## src/rtl/core/nane_pkg.sv

```systemverilog
// Package for the NAND array netlist evaluator.
// Holds the field widths, request codes and the sequencer state type.
// Depends on nothing; used by the top level in rtl/core.
`default_nettype none

package nane_pkg;

  // Widths of the word fields at the ports.
  localparam int REQ_W      = 1;
  localparam int SINK_W     = 8;
  localparam int NODE_W     = 7;
  localparam int VEC_W      = 8;
  localparam int VEC_IDX_W  = 3;
  localparam int RES_W      = 4;

  // Request codes carried by in_req_type.
  localparam logic [REQ_W-1:0] REQ_LOAD = 1'b0;
  localparam logic [REQ_W-1:0] REQ_EVAL = 1'b1;

  // Sequencer states, one-hot.
  typedef enum logic [4:0] {
    S_IDLE = 5'b00001,
    S_RDA  = 5'b00010,
    S_RDB  = 5'b00100,
    S_GB   = 5'b01000,
    S_WR   = 5'b10000
  } state_t;

endpackage

`default_nettype wire

```

## src/rtl/core/nane_ram.sv

```systemverilog
// Generic single-port-write, single-port-read RAM with a registered read.
// Used for the wire table and the gate value store; depends on nothing.
`default_nettype none

module nane_ram #(
  parameter int WIDTH = 8,
  parameter int DEPTH = 256
) (
  input  wire logic                                     clk,
  input  wire logic                                     we,
  input  wire logic [((DEPTH > 1) ? $clog2(DEPTH) : 1)-1:0] waddr,
  input  wire logic [WIDTH-1:0]                         wdata,
  input  wire logic [((DEPTH > 1) ? $clog2(DEPTH) : 1)-1:0] raddr,
  output logic      [WIDTH-1:0]                         rdata
);

  logic [WIDTH-1:0] mem [DEPTH];

  // Write port and registered read port.
  always_ff @(posedge clk) begin
    if (we) begin
      mem[waddr] <= wdata;
    end
    rdata <= mem[raddr];
  end

endmodule

`default_nettype wire

```

## src/rtl/core/nand_array_netlist_evaluator.sv

```systemverilog
// Top level of the NAND array netlist evaluator: sequencer, wire table and gate store.
// Depends on nane_pkg and nane_ram.
`default_nettype none

// How to use this block:
// A word is taken on the in_ ports at a rising edge where start is high and
// busy is low. A load word (in_req_type = 0) wires one sink pin to a source
// node in that same cycle; busy never rises for it and no result follows.
// An evaluate word (in_req_type = 1) latches the input vector and raises
// busy while the sequencer walks every gate in index order and then every
// primary output. The walk goes through one wire-table read port and one
// gate-store read port, so each gate or output with its first pin wired
// passes through S_RDA, S_RDB, S_GB and S_WR, and each with its first pin
// unwired only through S_RDA. Busy drops in the cycle where out_valid pulses
// high for one cycle with the result word on out_output_vector and
// out_outputs_used.
// The receiver cannot hold a result off; it must take it in that cycle.
// Reset (rst_n low, synchronous) marks every sink unwired and every gate value
// unset, clears output values and used flags, and returns the sequencer to idle.
// The wire table and gate store contents are not cleared; valid flags cover them.
module nand_array_netlist_evaluator #(
  parameter int NUM_INPUTS       = 8,
  parameter int NUM_OUTPUTS      = 4,
  parameter int GATES_PER_COLUMN = 10,
  parameter int NUM_COLUMNS      = 10
) (
  input  wire logic                        clk,
  input  wire logic                        rst_n,
  input  wire logic                        start,
  output logic                             busy,
  input  wire logic [nane_pkg::REQ_W-1:0]  in_req_type,
  input  wire logic [nane_pkg::SINK_W-1:0] in_sink_pin,
  input  wire logic [nane_pkg::NODE_W-1:0] in_source_node,
  input  wire logic [nane_pkg::VEC_W-1:0]  in_input_vector,
  output logic                             out_valid,
  output logic      [nane_pkg::RES_W-1:0]  out_output_vector,
  output logic      [nane_pkg::RES_W-1:0]  out_outputs_used
);

  localparam int GATE_COUNT = GATES_PER_COLUMN * NUM_COLUMNS;
  localparam int SINK_COUNT = 2 * GATE_COUNT + NUM_OUTPUTS;
  localparam int ITEM_COUNT = GATE_COUNT + NUM_OUTPUTS;
  localparam int WA_W   = (SINK_COUNT > 1) ? $clog2(SINK_COUNT) : 1;
  localparam int GIDX_W = (GATE_COUNT > 1) ? $clog2(GATE_COUNT) : 1;
  localparam int OIDX_W = (NUM_OUTPUTS > 1) ? $clog2(NUM_OUTPUTS) : 1;
  localparam int CNT_W  = (ITEM_COUNT > 1) ? $clog2(ITEM_COUNT) : 1;

  nane_pkg::state_t state_r, state_nxt;
  logic [CNT_W-1:0]              idx_r, idx_nxt;
  logic [nane_pkg::VEC_W-1:0]    vec_r;
  logic [SINK_COUNT-1:0]         wire_set_r;
  logic [GATE_COUNT-1:0]         gate_set_r;
  logic [NUM_OUTPUTS-1:0]        out_val_r;
  logic [NUM_OUTPUTS-1:0]        used_r;
  logic                          out_valid_r;
  logic                          b_valid_r;
  logic                          pend_gate_r;
  logic                          pend_in_r;
  logic                          a_r;

  logic                          accept;
  logic                          load_wr;
  logic                          is_out;
  logic                          last_item;
  logic [WA_W-1:0]               pin0_addr;
  logic [WA_W-1:0]               wire_raddr;
  logic [nane_pkg::NODE_W-1:0]   wire_rdata;
  logic                          wire_we;
  logic                          gate_we;
  logic [GIDX_W-1:0]             gate_raddr;
  logic [0:0]                    gate_rdata;
  logic                          dec_use_gate;
  logic                          dec_in_val;
  logic [GIDX_W-1:0]             dec_gidx;
  logic                          node_val;
  logic                          b_val;

  assign busy    = (state_r != nane_pkg::S_IDLE);
  assign accept  = start && !busy;
  assign load_wr = accept && (in_req_type == nane_pkg::REQ_LOAD)
                   && (int'(in_sink_pin) < SINK_COUNT);

  // Current item: gates first, then primary outputs.
  assign is_out    = (int'(idx_r) >= GATE_COUNT);
  assign last_item = (int'(idx_r) == ITEM_COUNT - 1);
  assign pin0_addr = is_out ? WA_W'(int'(idx_r) + GATE_COUNT) : WA_W'(2 * int'(idx_r));

  // Wire table read address: first pin in S_RDA, second pin in S_RDB.
  always_comb begin
    wire_raddr = pin0_addr;
    if (state_r == nane_pkg::S_RDB) begin
      wire_raddr = pin0_addr + WA_W'(1);
    end
  end

  assign wire_we = load_wr;

  nane_ram #(
    .WIDTH(nane_pkg::NODE_W),
    .DEPTH(SINK_COUNT)
  ) u_wire_ram (
    .clk  (clk),
    .we   (wire_we),
    .waddr(WA_W'(in_sink_pin)),
    .wdata(in_source_node),
    .raddr(wire_raddr),
    .rdata(wire_rdata)
  );

  // Decode the source node just read: a primary input bit or a gate output.
  always_comb begin
    dec_in_val   = 1'b0;
    dec_use_gate = 1'b0;
    dec_gidx     = GIDX_W'(int'(wire_rdata) - NUM_INPUTS);
    if (int'(wire_rdata) < NUM_INPUTS) begin
      if (int'(wire_rdata) < nane_pkg::VEC_W) begin
        dec_in_val = vec_r[wire_rdata[nane_pkg::VEC_IDX_W-1:0]];
      end
    end else if (int'(wire_rdata) - NUM_INPUTS < GATE_COUNT) begin
      dec_use_gate = gate_set_r[dec_gidx];
    end
  end

  assign gate_raddr = dec_gidx;
  assign node_val   = pend_gate_r ? gate_rdata[0] : pend_in_r;
  assign b_val      = b_valid_r && node_val;
  assign gate_we    = (state_r == nane_pkg::S_WR) && !is_out;

  nane_ram #(
    .WIDTH(1),
    .DEPTH(GATE_COUNT)
  ) u_gate_ram (
    .clk  (clk),
    .we   (gate_we),
    .waddr(GIDX_W'(idx_r)),
    .wdata(~(a_r & b_val)),
    .raddr(gate_raddr),
    .rdata(gate_rdata)
  );

  // Sequencer: per item read pin 0; if wired, read pin 1, fetch operands, write back.
  always_comb begin
    state_nxt = state_r;
    idx_nxt   = idx_r;
    unique case (state_r)
      nane_pkg::S_IDLE: begin
        if (accept && (in_req_type == nane_pkg::REQ_EVAL)) begin
          state_nxt = nane_pkg::S_RDA;
          idx_nxt   = '0;
        end
      end
      nane_pkg::S_RDA: begin
        if (wire_set_r[pin0_addr]) begin
          state_nxt = nane_pkg::S_RDB;
        end else if (last_item) begin
          state_nxt = nane_pkg::S_IDLE;
        end else begin
          idx_nxt = idx_r + CNT_W'(1);
        end
      end
      nane_pkg::S_RDB: state_nxt = nane_pkg::S_GB;
      nane_pkg::S_GB:  state_nxt = nane_pkg::S_WR;
      nane_pkg::S_WR: begin
        if (last_item) begin
          state_nxt = nane_pkg::S_IDLE;
        end else begin
          state_nxt = nane_pkg::S_RDA;
          idx_nxt   = idx_r + CNT_W'(1);
        end
      end
      default: state_nxt = nane_pkg::S_IDLE;
    endcase
  end

  // Control registers and the flag arrays that reset clears.
  always_ff @(posedge clk) begin
    if (!rst_n) begin
      state_r     <= nane_pkg::S_IDLE;
      idx_r       <= '0;
      wire_set_r  <= '0;
      gate_set_r  <= '0;
      out_val_r   <= '0;
      used_r      <= '0;
      out_valid_r <= 1'b0;
    end else begin
      state_r     <= state_nxt;
      idx_r       <= idx_nxt;
      out_valid_r <= busy && (state_nxt == nane_pkg::S_IDLE);
      if (load_wr) begin
        wire_set_r[WA_W'(in_sink_pin)] <= 1'b1;
        if (int'(in_sink_pin) >= 2 * GATE_COUNT) begin
          used_r[OIDX_W'(int'(in_sink_pin) - 2 * GATE_COUNT)] <= 1'b1;
        end
      end
      if (gate_we) begin
        gate_set_r[GIDX_W'(idx_r)] <= 1'b1;
      end
      if ((state_r == nane_pkg::S_WR) && is_out) begin
        out_val_r[OIDX_W'(int'(idx_r) - GATE_COUNT)] <= a_r;
      end
    end
  end

  // Operand pipeline registers; no reset needed.
  always_ff @(posedge clk) begin
    if (accept) begin
      vec_r <= in_input_vector;
    end
    if (state_r == nane_pkg::S_RDA) begin
      b_valid_r <= wire_set_r[pin0_addr + WA_W'(1)] && !is_out;
    end
    if ((state_r == nane_pkg::S_RDB) || (state_r == nane_pkg::S_GB)) begin
      pend_gate_r <= dec_use_gate;
      pend_in_r   <= dec_in_val;
    end
    if (state_r == nane_pkg::S_GB) begin
      a_r <= node_val;
    end
  end

  // Result word; outputs beyond the fourth are not shown.
  assign out_valid = out_valid_r;
  for (genvar k = 0; k < nane_pkg::RES_W; k++) begin : g_res
    if (k < NUM_OUTPUTS) begin : g_on
      assign out_output_vector[k] = out_val_r[k];
      assign out_outputs_used[k]  = used_r[k];
    end else begin : g_off
      assign out_output_vector[k] = 1'b0;
      assign out_outputs_used[k]  = 1'b0;
    end
  end

  // A result only appears once the walk has finished.
  a_res_idle: assert property (@(posedge clk) disable iff (!rst_n)
    out_valid_r |-> (state_r == nane_pkg::S_IDLE))
    else $error("result strobe while sequencer busy");

  // Write-back always follows the operand fetch.
  a_wr_order: assert property (@(posedge clk) disable iff (!rst_n)
    (state_r == nane_pkg::S_WR) |-> ($past(state_r) == nane_pkg::S_GB))
    else $error("write-back without operand fetch");

  // An accepted evaluate word starts the walk.
  a_eval_busy: assert property (@(posedge clk) disable iff (!rst_n)
    (accept && (in_req_type == nane_pkg::REQ_EVAL)) |=> busy)
    else $error("evaluate word did not raise busy");

  // A load word never raises busy.
  a_load_idle: assert property (@(posedge clk) disable iff (!rst_n)
    (accept && (in_req_type == nane_pkg::REQ_LOAD)) |=> !busy && !out_valid_r)
    else $error("load word started the sequencer");

  // The result strobe is a pulse; it is never held high.
  a_one_strobe: assert property (@(posedge clk) disable iff (!rst_n)
    out_valid_r |=> !out_valid_r)
    else $error("result strobe held for two cycles");

endmodule

`default_nettype wire
```

## config.mk

```make
export PLATFORM = sky130hd
export DESIGN_NAME = nand_array_netlist_evaluator
export DESIGN_NICKNAME = d
export VERILOG_FILES = /design/src/rtl/core/nane_pkg.sv /design/src/rtl/core/nane_ram.sv /design/src/rtl/core/nand_array_netlist_evaluator.sv
export SDC_FILE = /design/constraint.sdc
export NUM_CORES = 2
export LEC_CHECK = 0
export BUFFER_PORTS_ARGS = -buffer_cell sky130_fd_sc_hd__buf_2
export CAP_MARGIN = 30
export CORE_ASPECT_RATIO = 1.75
export CORE_MARGIN = 2
export CORE_UTILIZATION = 60
export CTS_CLUSTER_DIAMETER = 100
export DETAILED_ROUTE_END_ITERATION = 8
export PLACE_DENSITY_LB_ADDON = 0.08
export SLEW_MARGIN = 20
export SYNTH_ARGS = -nofsm -noshare
export SYNTH_HDL_FRONTEND = slang
export SYNTH_SLANG_ARGS = --single-unit
```

## constraint.sdc

```tcl
create_clock -name clk -period 6 [get_ports clk]
set_input_delay 0.3 -clock clk [delete_from_list [all_inputs] [get_ports clk]]
set_output_delay 0.3 -clock clk [all_outputs]
set_load 0.01 [all_outputs]
```

==> metrics.cfg <==
[status]
status=finished clean

[finish]
nFillCells=8412
postLayoutCellArea_um2=84300
final_core_util_pct=67.2
drive_gt1_share_pct=22.8
syn2layout_area_growth_pct=11.2
nets=4477

[timing]
fin_skew_ns=0.0430
max-slew-margin-rel_pct=22.7
fmax_ghz=0.183
tightest_slew_ns=1.15
post-route-min-period_ns=5.47
report.final.slew_viol_count=0
rsz0062_at_grt=no
period_share_pct=91.2
finalHoldViolCount=0
fin_tns_setup_ns=0
setup_viol=0

[critical_path]
worstPathArrival_ns=6.16
critPathMaxFanout=52
critical_path_class=reg -> reg
r2r_cells=17
end_kind=flop
critPathLaunchType=flop
worstPathRequired_ns=6.69

[die]
die_width_um=273
rows=172
io_pins=37
start_util_pct=60.4
core_area_um2=125000
die_area_um2=129000
dieHeight_um=474

[place]
postPlaceCellArea_um2=78300
gp_congestion=1.02
portBuffers=36
hpwl_um=135000

[power_and_ir_drop]
p_leak_nw=26.8
peakVddDrop_mv=0.337
cellPowerDensity_nw_per_um2=300

[logic_synthesis]
synthesis.area_um2=75800
synth_commonest_cells=edfxtp_1 (1,540), mux4_2 (488), nor2_1 (355)
synthDistinctLibCells=95
yosys_warnings=0
synth_top_cell_by_area=edfxtp_1
syn_area_per_cell_um2=17.6
netlist_instances=4320
synth_xor_area_share_pct=0.198
synth_area_leaders=edfxtp_1 (61%), mux4_2 (14%), dfxtp_1 (8.8%), o21a_1 (3.1%), nor2_1 (1.8%)
synth-adder-area-share_pct=0.132
synth_seq_area_share_pct=69.8
synth_seq_cells=1873
synth_ff_type=edfxtp_1
netlist.area_leader.share_pct=61.0
yosys.area_share.simple_pct=4.61
synth_nets=4355
synth_top_family_by_area=multiplexers
synthMuxAreaShare_pct=15.4
synth_enable_flop_cells=1540
synth_compound_area_share_pct=7.78
synth_most_common_cell=edfxtp_1
synthArstFlopShare_pct=0

[clocking]
cts_root_buf=clkbuf_16
cts_setup_buffers=0
ctsLongestPathBuffers=3
post_cts_resized=0
cts_hold_buf=17
cts_tree=built
insertion_delay_ns=0.81
htreeDepth=4
cts-buffers-inserted=162
clock-sinks=1873
cts.reportedPaths.clkPinSlew_ns=0.07

[route]
detailedRoute.firstIterationViolations=4472
vias=42473
drcViolationCount=0
totalWireLength_um=204000
avgViaCountPerCell=6.81
ant_nets=0
wire_per_inst_um=32.7
first_pass_iters=6

[flow_run]
max_cap_violations=0

[grt]
antenna_found_initial=10
overflow=0
grt_start_max_net_pins=131
grt_usage_pct=32.0
first_global_vias=43089
grt_pass1_wl_um=294000

[hold_path]
hp-class=in -> reg
whs_path_depth=1

[power breakdown]
group,leakage (nW),total [mW],internal [mW],switching [mW]
logic,7.58,0.374,0.0810,0.293
registers,16.5,14.0,14.0,0.00588
clock network,2.69,10.9,6.13,4.80
total,26.8,25.3,20.2,5.09
[flip-flops by register name (all words and copies together) (netlist names), 4 cells and up]
name,cells
u_wire_ram.mem,1428
wire_set_r,204
gate_set_r,100
u_gate_ram.mem,100
vec_r,8
idx_r,7
u_wire_ram.rdata,7
state_r,5
out_output_vector,4
out_outputs_used,4
[kinds of logic (layout without fill, tap and decap cells)]
family	after synthesis	count (layout)
flops	1873	1873
simple gates	786	786
compound gates	783	783
mux	544	544
buf+inv	314	574
xor+xnor	12	12
fa+ha+maj	8	8
other cells	0	6
[final timing paths]
path / start / slack (ns) / end
max: idx_r[3]$_SDFFE_PN0P_ / 0.53 / u_wire_ram.rdata[1]$_DFF_P_
min: in_source_node[0] / 0.003 / u_wire_ram.mem[161][0]$_DFFE_PP_
max reg2reg: idx_r[3]$_SDFFE_PN0P_ / 0.53 / u_wire_ram.rdata[1]$_DFF_P_
min reg2reg: out_outputs_used[2]$_SDFFE_PN0P_ / 0.45 / out_outputs_used[2]$_SDFFE_PN0P_
[layer usage]
layer | up-vias | GRT usage [%] | part of all wire (%)
li1 | 17704 | - | -
met1 | 22298 | 38.5 | 35
met2 | 1910 | 54.9 | 51
met3 | 553 | 5.02 | 6.4
met4 | 8 | 18.4 | 6.6
met5 | - | 0 | 0.028
[critical path, stage by stage, from the launching register on]
cell	delay, ns
dfxtp_1	0.31
inv_1	0.07
ha_1	0.42
a2111oi_4	0.14
o21ai_0	0.38
and2_1	0.27
inv_1	0.12
ha_2	0.35
nor3_1	0.08
a31oi_4	0.29
buf_4	0.72
buf_4	0.49
mux4_2	0.38
a22oi_1	0.25
a21oi_1	0.14
nor2_1	0.28
nand3_1	0.30
and3_1	0.34
[stage by stage]
| stage | std cells | power (mW) | setup slack (ns) | hold slack (ns) |
|---|---|---|---|---|
| 6_report | 6239 | 25.3 | 0.527 | 0.00325 |
| 5_1_grt | 6236 | 25.9 | 0.383 | 0.0456 |
| 4_1_cts | 6202 | 25.4 | 0.656 | 0.0270 |
| 3_5_place_dp | 5883 | 14.7 | 0.643 | 0.440 |
| 3_3_place_gp | 5845 | 14.7 | 0.663 | 0.437 |
| 2_1_floorplan | 4320 | 14.4 | 0.778 | 0.399 |
[cells in the final DEF, fill, tap and decap left out, types with 10 or more instances in the layout]
master,n
and2_1,29
a21oi_1,56
o211ai_1,19
dfxtp_1,330
o21a_1,312
mux4_2,488
buf_2,31
dlygate4sd3_1,18
a221oi_1,10
nand3_1,62
buf_12,16
a211oi_1,62
nand4_1,13
clkbuf_16,162
a22oi_1,137
buf_6,12
clkinv_2,28
mux2i_1,40
inv_1,16
buf_4,164
a31oi_1,29
o21ai_0,33
clkinv_1,31
inv_6,13
nor2_1,346
nand2_1,206
bufinv_16,24
nor3_1,25
and3_1,21
a311oi_1,11
edfxtp_1,1540
nor4_1,11
clkbuf_1,23
mux2_2,11
nor2b_1,18
[final cells by class]
cell class | instances | area [µm²] | share of cell area, %
sequential | 1873 | 52900 | 62.8
multi-input combinational | 2133 | 21400 | 25.4
clock buffer | 190 | 4210 | 4.99
timing repair buffer | 255 | 2310 | 2.74
tap | 1653 | 2070 | 2.45
clock inverter | 112 | 1320 | 1.56
inverter | 17 | 68.8 | 0.0816
antenna | 6 | 15.0 | 0.0178
Power figures use the tool's default switching activity.
